==> src/hw/rtl/tdd_pts_pkg.sv <==
// ----------------------------------------------------------------------------
// tdd pattern timing steps package
// shared types, constants and the symbol duration table
// ----------------------------------------------------------------------------
`timescale 1ns / 1ps
`default_nettype none

package tdd_pts_pkg;

   // default module parameters
   localparam int SYMS_PER_SLOT_DEF  = 14;
   localparam int GAP_TICK_SCALE_DEF = 1;

   // field widths
   localparam int DUR_W  = 26;
   localparam int TICK_W = 15;

   // register indexes
   localparam logic [1:0] CSR_SCS_INDEX       = 2'd0;
   localparam logic [1:0] CSR_LONG_SYM_PERIOD = 2'd1;
   localparam logic [1:0] CSR_LISTEN_EN       = 2'd2;
   localparam logic [1:0] CSR_GAP_NS          = 2'd3;

   // step mode bits
   localparam logic [1:0] MODE_RX = 2'b01;
   localparam logic [1:0] MODE_TX = 2'b10;

   // subcarrier spacing codes
   localparam logic [2:0] SCS_15K  = 3'd0;
   localparam logic [2:0] SCS_30K  = 3'd1;
   localparam logic [2:0] SCS_60K  = 3'd2;
   localparam logic [2:0] SCS_120K = 3'd3;

   // sequencer states
   typedef enum logic [2:0] {
      ST_IDLE,
      ST_RUN_TX,
      ST_RUN_GUARD,
      ST_RUN_RX,
      ST_OUT_TX,
      ST_OUT_GUARD,
      ST_OUT_RX,
      ST_OUT_GAP
   } state_type;

   // sequencer to accumulator control
   typedef struct packed {
      logic clear_phase;
      logic clear_total;
      logic add;
   } acc_ctl_type;

   // sequencer to output register
   typedef struct packed {
      logic             load;
      logic [1:0]       mode;
      logic [DUR_W-1:0] duration;
      logic             last;
   } out_item_type;

   // symbol duration in ticks; undefined spacings act as 240 khz
   function automatic logic [TICK_W-1:0] sym_ticks(input logic [2:0] scs,
                                                   input logic       long_sym);
      logic [TICK_W-1:0] ticks;
      case (scs)
         SCS_15K:  ticks = long_sym ? 15'd17664 : 15'd17536;
         SCS_30K:  ticks = long_sym ? 15'd8896  : 15'd8768;
         SCS_60K:  ticks = long_sym ? 15'd4512  : 15'd4384;
         SCS_120K: ticks = long_sym ? 15'd2320  : 15'd2192;
         default:  ticks = long_sym ? 15'd1224  : 15'd1096;
      endcase
      return ticks;
   endfunction

endpackage

`default_nettype wire

==> src/hw/rtl/tdd_pts_symacc.sv <==
// ----------------------------------------------------------------------------
// tdd pattern symbol accumulator
// shared adder: one symbol duration per cycle while add is set; tracks phase
// ----------------------------------------------------------------------------
`timescale 1ns / 1ps
`default_nettype none

module tdd_pts_symacc
   import tdd_pts_pkg::*;
(
   input  wire logic             clock,
   input  wire logic             reset,
   input  wire acc_ctl_type      ctl,
   input  wire logic [2:0]       scs_index,
   input  wire logic [7:0]       long_sym_period,
   output logic      [DUR_W-1:0] total
);

   logic [7:0]       phase_ff, phase_in;
   logic [DUR_W-1:0] total_ff, total_in;
   logic [7:0]       period;
   logic [8:0]       phase_inc;
   logic [TICK_W-1:0] ticks;

   // zero period acts as one
   assign period    = (long_sym_period == 8'd0) ? 8'd1 : long_sym_period;
   assign phase_inc = {1'b0, phase_ff} + 9'd1;
   assign ticks     = sym_ticks(scs_index, phase_ff == 8'd0);

   // phase and running sum
   always_comb begin
      phase_in = phase_ff;
      total_in = total_ff;
      if (ctl.clear_phase) begin
         phase_in = 8'd0;
      end else if (ctl.add) begin
         phase_in = (phase_inc >= {1'b0, period}) ? 8'd0 : phase_inc[7:0];
      end
      if (ctl.clear_total) begin
         total_in = '0;
      end else if (ctl.add) begin
         total_in = total_ff + DUR_W'(ticks);
      end
   end

   always_ff @(posedge clock) begin
      if (reset) begin
         phase_ff <= 8'd0;
      end else begin
         phase_ff <= phase_in;
      end
      total_ff <= total_in;
   end

   assign total = total_ff;

endmodule

`default_nettype wire

==> src/hw/rtl/tdd_pts_seq.sv <==
// ----------------------------------------------------------------------------
// tdd pattern sequencer
// counts symbols through the accumulator and emits the timing steps
// ----------------------------------------------------------------------------
`timescale 1ns / 1ps
`default_nettype none

module tdd_pts_seq
   import tdd_pts_pkg::*;
#(
   parameter int SYMS_PER_SLOT  = SYMS_PER_SLOT_DEF,
   parameter int GAP_TICK_SCALE = GAP_TICK_SCALE_DEF
) (
   input  wire logic             clock,
   input  wire logic             reset,
   input  wire logic             in_valid,
   output logic                  in_ready,
   input  wire logic             restart,
   input  wire logic [7:0]       dl_slot_count,
   input  wire logic [3:0]       dl_extra_syms,
   input  wire logic [7:0]       ul_slot_count,
   input  wire logic [3:0]       ul_extra_syms,
   input  wire logic             listen_en,
   input  wire logic [7:0]       gap_ns,
   input  wire logic [DUR_W-1:0] total,
   input  wire logic             out_free,
   output acc_ctl_type           acc_ctl,
   output out_item_type          out_item
);

   localparam int SYM_CNT_W  = $clog2(255 * SYMS_PER_SLOT + 16);
   localparam int GAP_PROD_W = 8 + $clog2(GAP_TICK_SCALE + 1);

   state_type state_ff, state_in;

   logic [SYM_CNT_W-1:0] cnt_ff, cnt_in;
   logic [SYM_CNT_W-1:0] g_cnt_ff, g_cnt_in;
   logic [SYM_CNT_W-1:0] ul_cnt_ff, ul_cnt_in;
   logic [DUR_W-1:0]     d_tx_ff, d_tx_in;
   logic [DUR_W-1:0]     d_idle_ff, d_idle_in;
   logic [DUR_W-1:0]     d_rx_ff, d_rx_in;

   logic                 accept;
   logic [SYM_CNT_W-1:0] dl_syms, ul_syms, g_syms;
   logic [4:0]           used;
   logic [GAP_PROD_W-1:0] gap_prod;
   logic [DUR_W-1:0]     gap_ticks, d_gap, idle_eff;
   logic                 e_tx, e_idle, e_rx, e_gap;
   logic                 cnt_zero;

   assign in_ready = (state_ff == ST_IDLE);
   assign accept   = in_valid && in_ready;
   assign cnt_zero = (cnt_ff == '0);

   // symbol counts of the incoming pattern
   assign dl_syms = SYM_CNT_W'(dl_slot_count) * SYM_CNT_W'(SYMS_PER_SLOT)
                  + SYM_CNT_W'(dl_extra_syms);
   assign ul_syms = SYM_CNT_W'(ul_slot_count) * SYM_CNT_W'(SYMS_PER_SLOT)
                  + SYM_CNT_W'(ul_extra_syms);
   assign used    = {1'b0, dl_extra_syms} + {1'b0, ul_extra_syms};

   // guard only between downlink and uplink, clamped at a full slot
   always_comb begin
      g_syms = '0;
      if (dl_syms != '0 && ul_syms != '0 && used < 5'(SYMS_PER_SLOT)) begin
         g_syms = SYM_CNT_W'(SYMS_PER_SLOT) - SYM_CNT_W'(used);
      end
   end

   // gap in ticks and the guard it is taken from
   assign gap_prod  = GAP_PROD_W'(gap_ns) * GAP_PROD_W'(GAP_TICK_SCALE);
   assign gap_ticks = DUR_W'(gap_prod >> 2);
   assign d_gap     = (d_tx_ff != '0 && d_rx_ff != '0) ? gap_ticks : '0;
   assign idle_eff  = (d_idle_ff > d_gap) ? (d_idle_ff - d_gap) : d_idle_ff;

   // which steps are emitted
   assign e_tx   = (d_tx_ff != '0);
   assign e_idle = (idle_eff != '0);
   assign e_rx   = (d_rx_ff != '0);
   assign e_gap  = (d_gap != '0) && e_idle;

   // next state
   always_comb begin
      state_in = state_ff;
      case (state_ff)
         ST_IDLE:      if (accept) state_in = ST_RUN_TX;
         ST_RUN_TX:    if (cnt_zero) state_in = ST_RUN_GUARD;
         ST_RUN_GUARD: if (cnt_zero) state_in = ST_RUN_RX;
         ST_RUN_RX:    if (cnt_zero) state_in = ST_OUT_TX;
         ST_OUT_TX:    if (!e_tx || out_free) state_in = ST_OUT_GUARD;
         ST_OUT_GUARD: if (!e_idle || out_free) state_in = ST_OUT_RX;
         ST_OUT_RX:    if (!e_rx || out_free) state_in = ST_OUT_GAP;
         ST_OUT_GAP:   if (!e_gap || out_free) state_in = ST_IDLE;
         default:      state_in = ST_IDLE;
      endcase
   end

   // outputs and datapath next values
   always_comb begin
      acc_ctl   = '0;
      out_item  = '0;
      cnt_in    = cnt_ff;
      g_cnt_in  = g_cnt_ff;
      ul_cnt_in = ul_cnt_ff;
      d_tx_in   = d_tx_ff;
      d_idle_in = d_idle_ff;
      d_rx_in   = d_rx_ff;
      case (state_ff)
         ST_IDLE: begin
            if (accept) begin
               acc_ctl.clear_phase = restart;
               acc_ctl.clear_total = 1'b1;
               cnt_in    = dl_syms;
               g_cnt_in  = g_syms;
               ul_cnt_in = ul_syms;
            end
         end
         ST_RUN_TX: begin
            if (cnt_zero) begin
               d_tx_in = total;
               acc_ctl.clear_total = 1'b1;
               cnt_in = g_cnt_ff;
            end else begin
               acc_ctl.add = 1'b1;
               cnt_in = cnt_ff - SYM_CNT_W'(1);
            end
         end
         ST_RUN_GUARD: begin
            if (cnt_zero) begin
               d_idle_in = total;
               acc_ctl.clear_total = 1'b1;
               cnt_in = ul_cnt_ff;
            end else begin
               acc_ctl.add = 1'b1;
               cnt_in = cnt_ff - SYM_CNT_W'(1);
            end
         end
         ST_RUN_RX: begin
            if (cnt_zero) begin
               d_rx_in = total;
            end else begin
               acc_ctl.add = 1'b1;
               cnt_in = cnt_ff - SYM_CNT_W'(1);
            end
         end
         ST_OUT_TX: begin
            out_item.load     = e_tx && out_free;
            out_item.mode     = MODE_TX | {1'b0, listen_en};
            out_item.duration = d_tx_ff;
            out_item.last     = !(e_idle || e_rx || e_gap);
         end
         ST_OUT_GUARD: begin
            out_item.load     = e_idle && out_free;
            out_item.mode     = {1'b0, listen_en};
            out_item.duration = idle_eff;
            out_item.last     = !(e_rx || e_gap);
         end
         ST_OUT_RX: begin
            out_item.load     = e_rx && out_free;
            out_item.mode     = MODE_RX;
            out_item.duration = d_rx_ff;
            out_item.last     = !e_gap;
         end
         ST_OUT_GAP: begin
            out_item.load     = e_gap && out_free;
            out_item.mode     = {1'b0, listen_en};
            out_item.duration = d_gap;
            out_item.last     = 1'b1;
         end
         default: begin
         end
      endcase
   end

   always_ff @(posedge clock) begin
      if (reset) begin
         state_ff <= ST_IDLE;
      end else begin
         state_ff <= state_in;
      end
      cnt_ff    <= cnt_in;
      g_cnt_ff  <= g_cnt_in;
      ul_cnt_ff <= ul_cnt_in;
      d_tx_ff   <= d_tx_in;
      d_idle_ff <= d_idle_in;
      d_rx_ff   <= d_rx_in;
   end

endmodule

`default_nettype wire

==> src/hw/rtl/tdd_pattern_timing_steps_top.sv <==
// ----------------------------------------------------------------------------
// tdd pattern timing steps
// turns one tdd pattern into transmit, guard, receive and gap timing steps
// ----------------------------------------------------------------------------
// usage:
//   req_ channel takes one pattern item: slot counts and extra symbols in
//   req_tdata, the restart flag in req_tuser.
//   rsp_ channel gives up to four step items per pattern, in the order
//   transmit, guard, receive, gap; rsp_tlast marks the last one. steps of
//   zero duration are dropped, an empty pattern gives no item at all.
//   csr_ port writes scs_index, long_sym_period, the listen enable and gap_ns;
//   the user writes them only while the block is idle, the block does not enforce it.
//   timing: one symbol is added per cycle by a single accumulator while the
//   pattern is counted through its dl, guard and ul symbols; the next pattern
//   is taken once the last step has been loaded into the output register.
//   reset clears the symbol phase, the sequencer and the output valid flag and
//   loads the register defaults (scs 30 khz, period 14, listen off, gap 0).
//   a stalled receiver holds the step in the output register and the
//   sequencer waits before loading the next one.
// ----------------------------------------------------------------------------
`timescale 1ns / 1ps
`default_nettype none

module tdd_pattern_timing_steps_top
   import tdd_pts_pkg::*;
#(
   parameter int SYMS_PER_SLOT  = SYMS_PER_SLOT_DEF,
   parameter int GAP_TICK_SCALE = GAP_TICK_SCALE_DEF
) (
   input  wire logic        clock,
   input  wire logic        reset,
   input  wire logic        req_tvalid,
   output logic             req_tready,
   // dl_slot_count[7:0], dl_extra_syms[11:8], ul_slot_count[19:12],
   // ul_extra_syms[23:20]
   input  wire logic [23:0] req_tdata,
   // restart[0]
   input  wire logic [0:0]  req_tuser,
   output logic             rsp_tvalid,
   input  wire logic        rsp_tready,
   // step_mode[1:0], step_duration[27:2], zero fill[31:28]
   output logic      [31:0] rsp_tdata,
   // step_last
   output logic             rsp_tlast,
   input  wire logic        csr_we,
   input  wire logic [1:0]  csr_index,
   input  wire logic [7:0]  csr_wdata
);

   logic [2:0] scs_index_ff;
   logic [7:0] long_sym_period_ff;
   logic       listen_en_ff;
   logic [7:0] gap_ns_ff;

   logic             rsp_valid_ff, rsp_valid_in;
   logic [1:0]       rsp_mode_ff;
   logic [DUR_W-1:0] rsp_dur_ff;
   logic             rsp_last_ff;

   acc_ctl_type      acc_ctl;
   out_item_type     out_item;
   logic [DUR_W-1:0] total;
   logic             out_free;

   // configuration registers
   always_ff @(posedge clock) begin
      if (reset) begin
         scs_index_ff       <= SCS_30K;
         long_sym_period_ff <= 8'd14;
         listen_en_ff       <= 1'b0;
         gap_ns_ff          <= 8'd0;
      end else if (csr_we) begin
         case (csr_index)
            CSR_SCS_INDEX:       scs_index_ff       <= csr_wdata[2:0];
            CSR_LONG_SYM_PERIOD: long_sym_period_ff <= csr_wdata;
            CSR_LISTEN_EN:       listen_en_ff       <= csr_wdata[0];
            CSR_GAP_NS:          gap_ns_ff          <= csr_wdata;
            default: begin
            end
         endcase
      end
   end

   tdd_pts_symacc u_symacc (
      .clock           (clock),
      .reset           (reset),
      .ctl             (acc_ctl),
      .scs_index       (scs_index_ff),
      .long_sym_period (long_sym_period_ff),
      .total           (total)
   );

   tdd_pts_seq #(
      .SYMS_PER_SLOT  (SYMS_PER_SLOT),
      .GAP_TICK_SCALE (GAP_TICK_SCALE)
   ) u_seq (
      .clock         (clock),
      .reset         (reset),
      .in_valid      (req_tvalid),
      .in_ready      (req_tready),
      .restart       (req_tuser[0]),
      .dl_slot_count (req_tdata[7:0]),
      .dl_extra_syms (req_tdata[11:8]),
      .ul_slot_count (req_tdata[19:12]),
      .ul_extra_syms (req_tdata[23:20]),
      .listen_en     (listen_en_ff),
      .gap_ns        (gap_ns_ff),
      .total         (total),
      .out_free      (out_free),
      .acc_ctl       (acc_ctl),
      .out_item      (out_item)
   );

   // output register
   assign out_free = !rsp_valid_ff || rsp_tready;

   always_comb begin
      rsp_valid_in = rsp_valid_ff;
      if (out_item.load) begin
         rsp_valid_in = 1'b1;
      end else if (rsp_tready) begin
         rsp_valid_in = 1'b0;
      end
   end

   always_ff @(posedge clock) begin
      if (reset) begin
         rsp_valid_ff <= 1'b0;
      end else begin
         rsp_valid_ff <= rsp_valid_in;
      end
      if (out_item.load) begin
         rsp_mode_ff <= out_item.mode;
         rsp_dur_ff  <= out_item.duration;
         rsp_last_ff <= out_item.last;
      end
   end

   assign rsp_tvalid = rsp_valid_ff;
   assign rsp_tdata  = {4'd0, rsp_dur_ff, rsp_mode_ff};
   assign rsp_tlast  = rsp_last_ff;

endmodule

`default_nettype wire

==> config.mk <==
export PLATFORM = sky130hd
export DESIGN_NAME = tdd_pattern_timing_steps_top
export DESIGN_NICKNAME = d
export VERILOG_FILES = /design/src/hw/rtl/tdd_pts_pkg.sv /design/src/hw/rtl/tdd_pts_symacc.sv /design/src/hw/rtl/tdd_pts_seq.sv /design/src/hw/rtl/tdd_pattern_timing_steps_top.sv
export SDC_FILE = /design/constraint.sdc
export NUM_CORES = 1
export LEC_CHECK = 0
export BUFFER_PORTS_ARGS = -buffer_cell sky130_fd_sc_hd__buf_4
export CORE_MARGIN = 8
export CORE_UTILIZATION = 62
export DETAILED_ROUTE_END_ITERATION = 6
export GPL_TIMING_DRIVEN = 0
export PLACE_DENSITY = 0.84
export SLEW_MARGIN = 20
export SYNTH_ARGS = -nofsm -noshare
export SYNTH_HDL_FRONTEND = slang
export SYNTH_SLANG_ARGS = --single-unit
==> constraint.sdc <==
create_clock -name clock -period 5.4 [get_ports clock]
set_input_delay 1.08 -clock clock [delete_from_list [all_inputs] [get_ports clock]]
set_output_delay 1.08 -clock clock [all_outputs]
set_load 0.02 [all_outputs]
==> results of run 1 <==
## stage by stage
stage               power (mW)  setup TNS, ns  std cells
CTS                       3.60              0       1427
global route              3.73              0       1427
finish                    3.60              0       1427
floorplan                 2.13              0       1092
global placement          2.28         -18.67       1391
detailed placement        2.32          -6.58       1395
## power by group
part | switching (mW) | leakage [nW] | internal (mW)
logic | 0.392 | 2.89 | 0.279
clock network | 0.619 | 0.308 | 0.677
registers | 0.0620 | 1.60 | 1.57
## state kept, by name (all words and copies together), names as in the netlist
register / count
u_seq.g_cnt_ff: 6
rsp_dur_ff: 26
rsp_mode_ff: 2
u_seq.d_idle_ff: 23
gap_ns_ff: 6
u_seq.state_ff: 3
u_seq.d_tx_ff: 23
rsp_tlast: 1
u_symacc.total: 23
long_sym_period_ff: 8
rsp_tvalid: 1
u_symacc.phase_ff: 8
u_seq.cnt_ff: 12
listen_en_ff: 1
scs_index_ff: 3
u_seq.ul_cnt_ff: 12
u_seq.d_rx_ff: 23
## worst min path at each step
stage | cells after the start | start | end
2_1_floorplan | 2 | long_sym_period_ff[4] | long_sym_period_ff[4]
3_3_place_gp | 2 | long_sym_period_ff[0] | long_sym_period_ff[0]
3_5_place_dp | 2 | long_sym_period_ff[4] | long_sym_period_ff[4]
4_1_cts | 2 | long_sym_period_ff[4] | long_sym_period_ff[4]
5_1_grt | 2 | long_sym_period_ff[4] | long_sym_period_ff[4]
6_report | 2 | long_sym_period_ff[4] | long_sym_period_ff[4]
## cell type report
class	count	area, um2	share of cell area (%)
multi-input combinational	828	5910	46.9
sequential	181	4900	38.9
timing repair buffer	74	553	4.39
clock buffer	17	425	3.37
tap	229	287	2.27
clock inverter	15	203	1.61
inverter	45	169	1.34
buffer	38	159	1.26
## cell usage in the layout (no fill, tap or decap), types with 9 or more instances in the layout
master / Yosys / final
edfxtp_1: 128 / 128
nand2_1: 95 / 95
nor2_1: 81 / 80
buf_4: 4 / 77
a21oi_1: 74 / 73
ha_1: 61 / 61
dfxtp_1: 53 / 53
xnor2_1: 46 / 46
inv_1: 45 / 45
nor3_1: 34 / 32
o21ai_0: 32 / 32
clkbuf_1: 30 / 30
mux2i_1: 28 / 28
xor2_1: 26 / 26
a21o_1: 25 / 25
nand3_1: 24 / 24
nor4_1: 26 / 23
and2_1: 23 / 22
fa_1: 20 / 20
o22ai_1: 17 / 17
clkbuf_16: 0 / 17
and3_1: 12 / 12
nand4_1: 10 / 10
nor2b_1: 9 / 9
nand3b_1: 9 / 9
or4_1: 9 / 9
or3_1: 9 / 9
nand2b_1: 9 / 9
## worst max-delay path, stage by stage, from the launching register on
cell      delay, ns
edfxtp_1       0.44
nor4_2         0.44
and4_1         0.37
a22oi_2        0.19
nand2_1        0.16
ha_1           0.31
a21o_1         0.18
clkbuf_1       0.21
o21ai_2        0.33
nand2b_1       0.11
a21boi_0       0.15
or4b_2         0.70
xor2_1         0.26
nand4_1        0.14
nor3_2         0.33
o22ai_1        0.17
and3b_4        0.35
## routing by layer
metal	vias to the layer above	track usage, %	wire length, um	share of wire [%]
li1	4268	-	-	-
met1	4390	30.0	11200	39
met2	484	43.2	14000	48
met3	127	3.84	2140	7.4
met4	0	15.6	1500	5.2
met5	-	0	0	0
## what timing repair did
action                                  in CTS  in global routing
hold endpoints to repair                     0                  0
gates resized for setup                      5                  4
endpoints found under the setup margin      29                 30
## cell families after synthesis
kind of cell               Yosys count
AOI/OAI and AO/OA                  261
adders and majority gates           81
and+or+nand+nor                    380
xor gates and xnor gates            72
muxes                               29
buffers and inverters               83
DFF                                181
other                                1
==> flow_metrics.py, run 1 <==
metrics = {
    "status": {
        "outcome": "finished, final reports clean",
    },
    "cts": {
        "clkTransAtPathRegs_ns": 0.07,
        "cts_root_buffer": "clkbuf_16",
        "cts_tree": "built",
        "cts_buffers": 17,
        "clock_latency_ns": 0.45,
        "post_cts_buffers": 0,
        "cts_sinks": 181,
        "htree_levels": 4,
        "cts_hold_buf": 0,
        "clock_path_buffers": 2,
    },
    "place": {
        "hpwl_um": 22100,
        "placement.cell_area_um2": 11900,
        "gp_congestion": 0.989,
        "io_buffers": 70,
        "place_ws_ns": -0.230,
    },
    "detailed_routing": {
        "totalWireLength_um": 28800,
        "wire_per_inst_um": 20.2,
        "route.detailed.drc": 0,
        "vias": 9269,
        "ant_nets": 0,
        "dr.first_iter.drc_count": 1022,
        "dr.pass1.iters": 7,
        "via_per_inst": 6.50,
    },
    "layout": {
        "final_core_util_pct": 71.2,
        "diodes": 0,
        "area_growth_pct": 14.0,
        "fill_cells": 1286,
        "design_area_um2": 12600,
        "drive_gt1_share_pct": 12.3,
        "nets": 1306,
    },
    "timing": {
        "relSlewSlack_pct": 28.1,
        "worst_pin_slew_ns": 1.07,
        "fmax_mhz": 194,
        "post-route-min-period_ns": 5.15,
        "rsz0062_at_grt": "false",
        "setup_viol": 0,
        "fin_skew_ns": 0.00731,
        "holdWs_ns": 0.474,
        "period_share_pct": 95.4,
        "slew_viol_final": 0,
        "hold_viol": 0,
        "finalWorstSetupSlack_ns": 0.249,
    },
    "grt": {
        "grt.total_usage_pct": 25.5,
        "grt_pass1_vias": 8899,
        "grt_first_pass_wirelength_um": 44700,
        "antenna_found_initial": 0,
        "globalRouteOverflowTotal": 0,
        "grt_max_degree": 30,
    },
    "floorplan": {
        "rows": 49,
        "die_w_um": 150,
        "die-area_um2": 22400,
        "ios": 75,
        "initial_utilization_pct": 62.4,
        "design.core.area_um2": 17700,
        "die_y_um": 150,
    },
    "yosys": {
        "syn_area_um2": 11100,
        "synthMuxAreaShare_pct": 2.67,
        "syn_avg_cell_area_um2": 10.2,
        "ys_seq_area_share_pct": 44.3,
        "synth.top_cell.area_share_pct": 34.7,
        "synth.most_common_cell": "edfxtp_1",
        "ys_top_cells_by_count": "edfxtp_1 (128), nand2_1 (95), nor2_1 (81)",
        "synth_fa_ha_area_share_pct": 10.5,
        "synthDistinctLibCells": 81,
        "synth-seq-cells": 181,
        "synth_compound_area_share_pct": 16.2,
        "synth_cells": 1088,
        "async_flop_share_pct": 0,
        "yosys.area_share.simple_pct": 17.6,
        "synth_area_leaders": "edfxtp_1 (35%), dfxtp_1 (9.6%), ha_1 (6.9%)",
        "ys_warn_count": 0,
        "synth_xor_xnor_area_share_pct": 5.70,
        "synth_ff_type": "edfxtp_1",
        "synth_top_family_by_area": "simple AND/OR/NAND/NOR gates",
        "synth_edf_count": 128,
        "yosysTopAreaCell": "edfxtp_1",
    },
    "power": {
        "p_leak_nw": 4.80,
        "powerDensity_nw_per_um2": 286,
        "ir_drop_uv": 262,
    },
    "critical_path": {
        "rr_startpoint": "u_seq.d_rx_ff[3]",
        "worstPathArrival_ns": 5.31,
        "ff2ff_setup_slack_ns": 0.25,
        "cp-start-kind": "flip-flop",
        "worstPathRequired_ns": 5.56,
        "cp-endpoint": "rsp_mode_ff[0]",
        "criticalPathCategory": "reg2reg",
        "r2r_cells": 16,
        "path_max_fanout": 29,
        "r2r-end": "rsp_mode_ff[0]",
        "critPathCaptureType": "flip-flop",
        "startpoint": "u_seq.d_rx_ff[3]",
    },
    "min_path": {
        "min_path_type": "reg2reg",
    },
    "flow_run": {
        "cap_violations": 0,
    },
}
(Power assumes the default switching activity.)
==> run 2: changes to the inputs <==
--- a/config.mk
+++ b/config.mk
@@ -8,10 +8,12 @@
 export BUFFER_PORTS_ARGS = -buffer_cell sky130_fd_sc_hd__buf_4
 export CORE_MARGIN = 8
 export CORE_UTILIZATION = 62
+export CTS_CLUSTER_DIAMETER = 30
 export DETAILED_ROUTE_END_ITERATION = 6
 export GPL_TIMING_DRIVEN = 0
 export PLACE_DENSITY = 0.84
 export SLEW_MARGIN = 20
 export SYNTH_ARGS = -nofsm -noshare
 export SYNTH_HDL_FRONTEND = slang
+export SYNTH_HIERARCHICAL = 1
 export SYNTH_SLANG_ARGS = --single-unit
==> run 2 against run 1 <==
Effect of this change: clock power fell by 6%; combinational power increased by 11%; worst hold slack gained 0.033 ns; sequential cell count increased by 9; largest cell class unchanged; first-iteration DRC count down 14%; cell count rose by 4.1%; critical path type unchanged; sequential power up 5%; non-clock buffer count is 14 higher; die area is 6.2% higher; global-route usage shrank 1.1 points.
==> flow_metrics.py, run 2 <==
metrics = {
    "place": {
        "gp_congestion": 0.948,
        "hpwl_um": 21800,
        "io_buffers": 70,
        "placement.cell_area_um2": 12800,
        "dp_cells": 1454,
    },
    "yosys": {
        "syn_avg_cell_area_um2": 10.4,
        "syn_area_um2": 11800,
        "ys_warn_count": 6,
        "synth_cells": 1141,
    },
    "grt": {
        "antenna_found_initial": 0,
        "grt_max_degree": 31,
        "grt_pass1_vias": 9321,
        "grt.total_usage_pct": 24.4,
        "grt_first_pass_wirelength_um": 46400,
        "globalRouteOverflowTotal": 0,
    },
    "layout": {
        "seq_area_um2": 5170,
        "mostFrequentLayoutCells": "edfxtp_1 (137), nor2_1 (103), buf_4 (78)",
        "fill_cells": 1328,
        "nets": 1360,
        "layout_commonest_cell": "edfxtp_1",
        "area_growth_pct": 12.8,
        "multi_input_area_um2": 6310,
        "drive_gt1_share_pct": 13.2,
        "diodes": 0,
        "final_core_util_pct": 71.4,
        "layout.cells.non_filler": 1486,
        "design_area_um2": 13400,
    },
    "power": {
        "ir_drop_uv": 242,
        "powerDensity_nw_per_um2": 275,
        "p_leak_nw": 5.08,
    },
    "cts": {
        "cts_root_buffer": "clkbuf_16",
        "clkTransAtPathRegs_ns": 0.07,
        "cts_hold_buf": 0,
        "clock_path_buffers": 2,
        "clock_latency_ns": 0.45,
        "htree_levels": 4,
        "cts_sinks": 190,
        "cts_buffers": 17,
        "cts_tree": "built",
    },
    "critical_path": {
        "worstPathRequired_ns": 5.50,
        "criticalPathCategory": "reg2reg",
        "cp_slowest_cell": "and3_4",
        "worstPathArrival_ns": 5.19,
        "cp-start-kind": "flip-flop",
        "crit_top_cell": "nor2_1",
        "rr_startpoint": "u_seq/d_rx_ff[18]",
        "critPathCaptureType": "flip-flop",
        "startpoint": "u_seq/d_rx_ff[18]",
        "cp_cell_sequence": "nor4_1 -> nand4_1 -> nor2_1 -> nor2_1 -> and2_1 -> ha_1 -> inv_1 -> fa_1 -> a21o_1 -> a221o_1 -> buf_2 -> a211o_1 -> clkbuf_1 -> nand2b_1 -> nor3_1 -> xnor2_1 -> and4_4 -> o22ai_1 -> and3_4",
        "critPathMaxStageDelay_ns": 0.48,
        "path_max_fanout": 30,
    },
    "floorplan": {
        "die_w_um": 154,
        "die-area_um2": 23800,
        "initial_utilization_pct": 63.3,
        "rows": 50,
        "die_y_um": 154,
        "ios": 75,
        "design.core.area_um2": 18700,
    },
    "detailed_routing": {
        "route.detailed.drc": 0,
        "wire_per_inst_um": 19.4,
        "ant_nets": 0,
        "route.met2.wl_um": 14000,
        "dr.pass1.iters": 5,
        "vias": 9383,
        "met3_length_um": 2030,
        "via_per_inst": 6.31,
        "totalWireLength_um": 28800,
        "met1_length_um": 11700,
        "highest_layer": "met4",
        "dr.first_iter.drc_count": 883,
    },
    "timing": {
        "relSlewSlack_pct": 41.1,
        "fin_skew_ns": 0.0104,
        "hold_viol": 0,
        "worst_pin_slew_ns": 0.883,
        "slew_viol_final": 0,
        "post-route-min-period_ns": 5.10,
        "rsz0062_at_grt": "false",
        "setup_viol": 0,
        "period_share_pct": 94.4,
        "holdWs_ns": 0.507,
        "setup_tns_ns": 0,
        "fmax_mhz": 196,
    },
    "status": {
        "outcome": "finished, final reports clean",
    },
    "flow_run": {
        "cap_violations": 0,
    },
    "min_path": {
        "min-delay-start": "gap_ns_ff[6]",
        "min_path_type": "reg2reg",
    },
}
## run 2: worst paths after layout
path	end	cells past startpoint	slack (ns)
hold / removal	gap_ns_ff[6]	2	0.51
hold reg to reg	gap_ns_ff[6]	2	0.51
setup reg to reg	rsp_dur_ff[1]	19	0.30
setup / recovery	rsp_dur_ff[1]	19	0.30
## run 2: per-layer routing
layer / vias to the layer above / GRT usage [%]
met2: 463 / 41.7
met4: 0 / 12.2
met3: 90 / 4.54
met5: - / 0
li1: 4396 / -
met1: 4434 / 29.1
## run 2: critical path: cells and delay by family, from the launching register on
| kind | cells | cell delay, ns |
|---|---|---|
| AND/OR/NAND/NOR | 9 | 2.49 |
| buffers and inverters | 3 | 0.64 |
| AO/OA/AOI/OAI | 4 | 0.64 |
| adder cells (fa/ha/maj) | 2 | 0.41 |
| flip-flops | 1 | 0.39 |
| XOR/XNOR | 1 | 0.17 |
## run 2: layout make-up
type	instances	area share, %
Multi-Input combinational cell	861	47.2
Sequential cell	190	38.8
Timing Repair Buffer	74	4.50
Clock buffer	19	3.32
Tap cell	234	2.19
Buffer	52	1.83
Inverter	43	1.21
Clock inverter	13	0.965
## run 2: power breakdown
group / internal [mW] / switching (mW) / leakage [nW]
Clock: 0.657 / 0.566 / 0.270
Combinational: 0.319 / 0.426 / 3.07
Sequential: 1.65 / 0.0623 / 1.74
## run 2: what timing repair did
item	in CTS	in global routing
setup buffers	0	0
resized for setup	0	1
endpoints found under the setup margin	0	30
## run 2: metrics by stage
| stage | total power [mW] | worst slack (ns) |
|---|---|---|
| 2_1_floorplan | 2.28 | 0.803 |
| 3_3_place_gp | 2.43 | -0.181 |
| 3_5_place_dp | 2.46 | 0.138 |
| 4_1_cts | 3.67 | 0.127 |
| 5_1_grt | 3.83 | 0.0665 |
| 6_report | 3.68 | 0.305 |
==> run 3: changes to the inputs <==
--- a/config.mk
+++ b/config.mk
@@ -7,11 +7,11 @@
 export LEC_CHECK = 0
 export BUFFER_PORTS_ARGS = -buffer_cell sky130_fd_sc_hd__buf_4
 export CORE_MARGIN = 8
-export CORE_UTILIZATION = 62
+export CORE_UTILIZATION = 50
 export CTS_CLUSTER_DIAMETER = 30
 export DETAILED_ROUTE_END_ITERATION = 6
 export GPL_TIMING_DRIVEN = 0
-export PLACE_DENSITY = 0.84
+export PLACE_DENSITY = 0.71
 export SLEW_MARGIN = 20
 export SYNTH_ARGS = -nofsm -noshare
 export SYNTH_HDL_FRONTEND = slang
==> run 3 against run 2 <==
Effect of this change: critical path depth is 2 higher; clock power hardly changed; non-clock buffer count stayed put; global-route usage is 4.6 points lower; utilization is 14 points lower; die area is 21% higher; setup slack better by 0.036 ns; via count is 3.8% lower; wire length is 1.5% lower; largest power group unchanged; worst hold slack worse by 0.012 ns; clock skew is 0.0024 ns higher.
==> flow_metrics.py, run 3 (synthesis gave the netlist of run 2 again) <==
metrics = {
    "power": {
        "powerDensity_nw_per_um2": 274,
        "finalPower_mw": 3.69,
        "p_seq_share_pct": 46.3,
        "clkPwrFrac_pct": 33.7,
        "p_comb_share_pct": 20.0,
        "p_sw_mw": 1.07,
        "p_sw_share_pct": 29.0,
        "power.internal_mw": 2.62,
        "p_leak_nw": 5.08,
        "ir_drop_uv": 219,
    },
    "layout": {
        "nets": 1360,
        "drive_gt1_share_pct": 13.3,
        "layout.cells.non_filler": 1571,
        "fill_cells": 1993,
        "area_growth_pct": 13.8,
        "mostFrequentLayoutCells": "edfxtp_1 (137), nor2_1 (103), buf_4 (78)",
        "design_area_um2": 13500,
        "layout_commonest_cell": "edfxtp_1",
        "final_core_util_pct": 57.7,
        "diodes": 0,
    },
    "cts": {
        "cts_root_buffer": "clkbuf_16",
        "cts_sinks": 190,
        "clock_path_buffers": 2,
        "ctsResizeCount": 0,
        "clkTransAtPathRegs_ns": 0.07,
        "cts_tree": "built",
        "post_cts_buffers": 0,
        "htree_levels": 4,
        "cts_hold_buf": 0,
        "clock_latency_ns": 0.44,
        "cts_buffers": 17,
    },
    "timing": {
        "period_share_pct": 93.7,
        "holdWs_ns": 0.495,
        "slew_viol_final": 0,
        "relSlewSlack_pct": 39.2,
        "hold_viol": 0,
        "fin_skew_ns": 0.0128,
        "post-route-min-period_ns": 5.06,
        "setup_viol": 0,
        "rsz0062_at_grt": "false",
        "worst_pin_slew_ns": 0.911,
        "finalWorstSetupSlack_ns": 0.341,
        "setup_tns_ns": 0,
        "fmax_mhz": 198,
    },
    "flow_run": {
        "cap_violations": 0,
    },
    "detailed_routing": {
        "totalWireLength_um": 28400,
        "highest_layer": "met4",
        "wire_per_inst_um": 18.1,
        "route.met2.wl_um": 13600,
        "dr.first_iter.drc_count": 609,
        "vias": 9025,
        "met3_length_um": 1810,
        "via_per_inst": 5.74,
        "met1_length_um": 12200,
        "route.detailed.drc": 0,
        "ant_nets": 0,
        "dr.pass1.iters": 5,
    },
    "floorplan": {
        "die-area_um2": 28900,
        "die_y_um": 170,
        "rows": 56,
        "design.core.area_um2": 23300,
        "die_w_um": 170,
        "ios": 75,
        "initial_utilization_pct": 50.7,
    },
    "place": {
        "place_ws_ns": 0.105,
        "io_buffers": 70,
        "hpwl_um": 21900,
        "placement.cell_area_um2": 12900,
        "gp_congestion": 0.898,
        "dp_cells": 1539,
    },
    "critical_path": {
        "worstPathArrival_ns": 5.37,
        "cp-start-kind": "flip-flop",
        "criticalPathCategory": "reg2reg",
        "worstPathRequired_ns": 5.71,
        "critPathCaptureType": "flip-flop",
        "path_max_fanout": 30,
    },
    "grt": {
        "grt_max_degree": 31,
        "antenna_found_initial": 0,
        "grt_first_pass_wirelength_um": 45200,
        "globalRouteOverflowTotal": 0,
        "grt_pass1_vias": 8939,
        "grt.total_usage_pct": 19.8,
    },
    "min_path": {
        "min_path_type": "reg2reg",
    },
    "status": {
        "outcome": "finished, final reports clean",
    },
}
run 3: power groups by stage:
stage / logic [mW] / clock network [mW] / registers (mW)
after floorplan: 0.559 / 0 / 1.72
after global placement: 0.709 / 0 / 1.74
after detailed placement: 0.727 / 0 / 1.74
after CTS: 0.733 / 1.26 / 1.71
after global routing: 0.817 / 1.31 / 1.72
final: 0.738 / 1.24 / 1.71
run 3: final cells by class:
class / instances / area (um2) / share of cell area, %
clock buffers: 17 / 425 / 3.16
inverters: 43 / 161 / 1.20
well taps: 319 / 399 / 2.96
repair buffers: 74 / 593 / 4.40
plain buffers: 52 / 244 / 1.81
multi-input cells: 861 / 6310 / 46.9
clock inverters: 15 / 153 / 1.13
flip-flops and latches: 190 / 5170 / 38.4
run 3: per-layer routing:
layer / track usage, % / vias up
met2: 33.3 / 304
li1: - / 4407
met5: 0 / -
met1: 24.3 / 4261
met3: 4.19 / 53
met4: 8.16 / 0
run 3: worst max-delay path: stages, from the launching register on:
cell,delay (ns)
edfxtp_1,0.43
nor4_1,0.08
nand4_1,0.13
nor2_1,0.07
nor2_1,0.38
and2_1,0.26
ha_1,0.20
inv_1,0.06
fa_1,0.39
a21o_1,0.23
a221o_1,0.29
buf_2,0.19
a211oi_2,0.37
buf_2,0.31
o21ba_2,0.21
nand4_1,0.07
nor4_1,0.30
and4_4,0.33
o22ai_1,0.10
and3_4,0.36
inv_1,0.11
a21oi_1,0.07
run 3: path summary, 6_finish.rpt:
check	start	to	slack, ns	depth (start not counted)
worst max register to register	u_seq/d_tx_ff[23]	rsp_tvalid	0.34	21
worst max-delay path	u_seq/d_tx_ff[23]	rsp_tvalid	0.34	21
worst min register to register	long_sym_period_ff[0]	long_sym_period_ff[0]	0.50	2
worst min-delay path	long_sym_period_ff[0]	long_sym_period_ff[0]	0.50	2
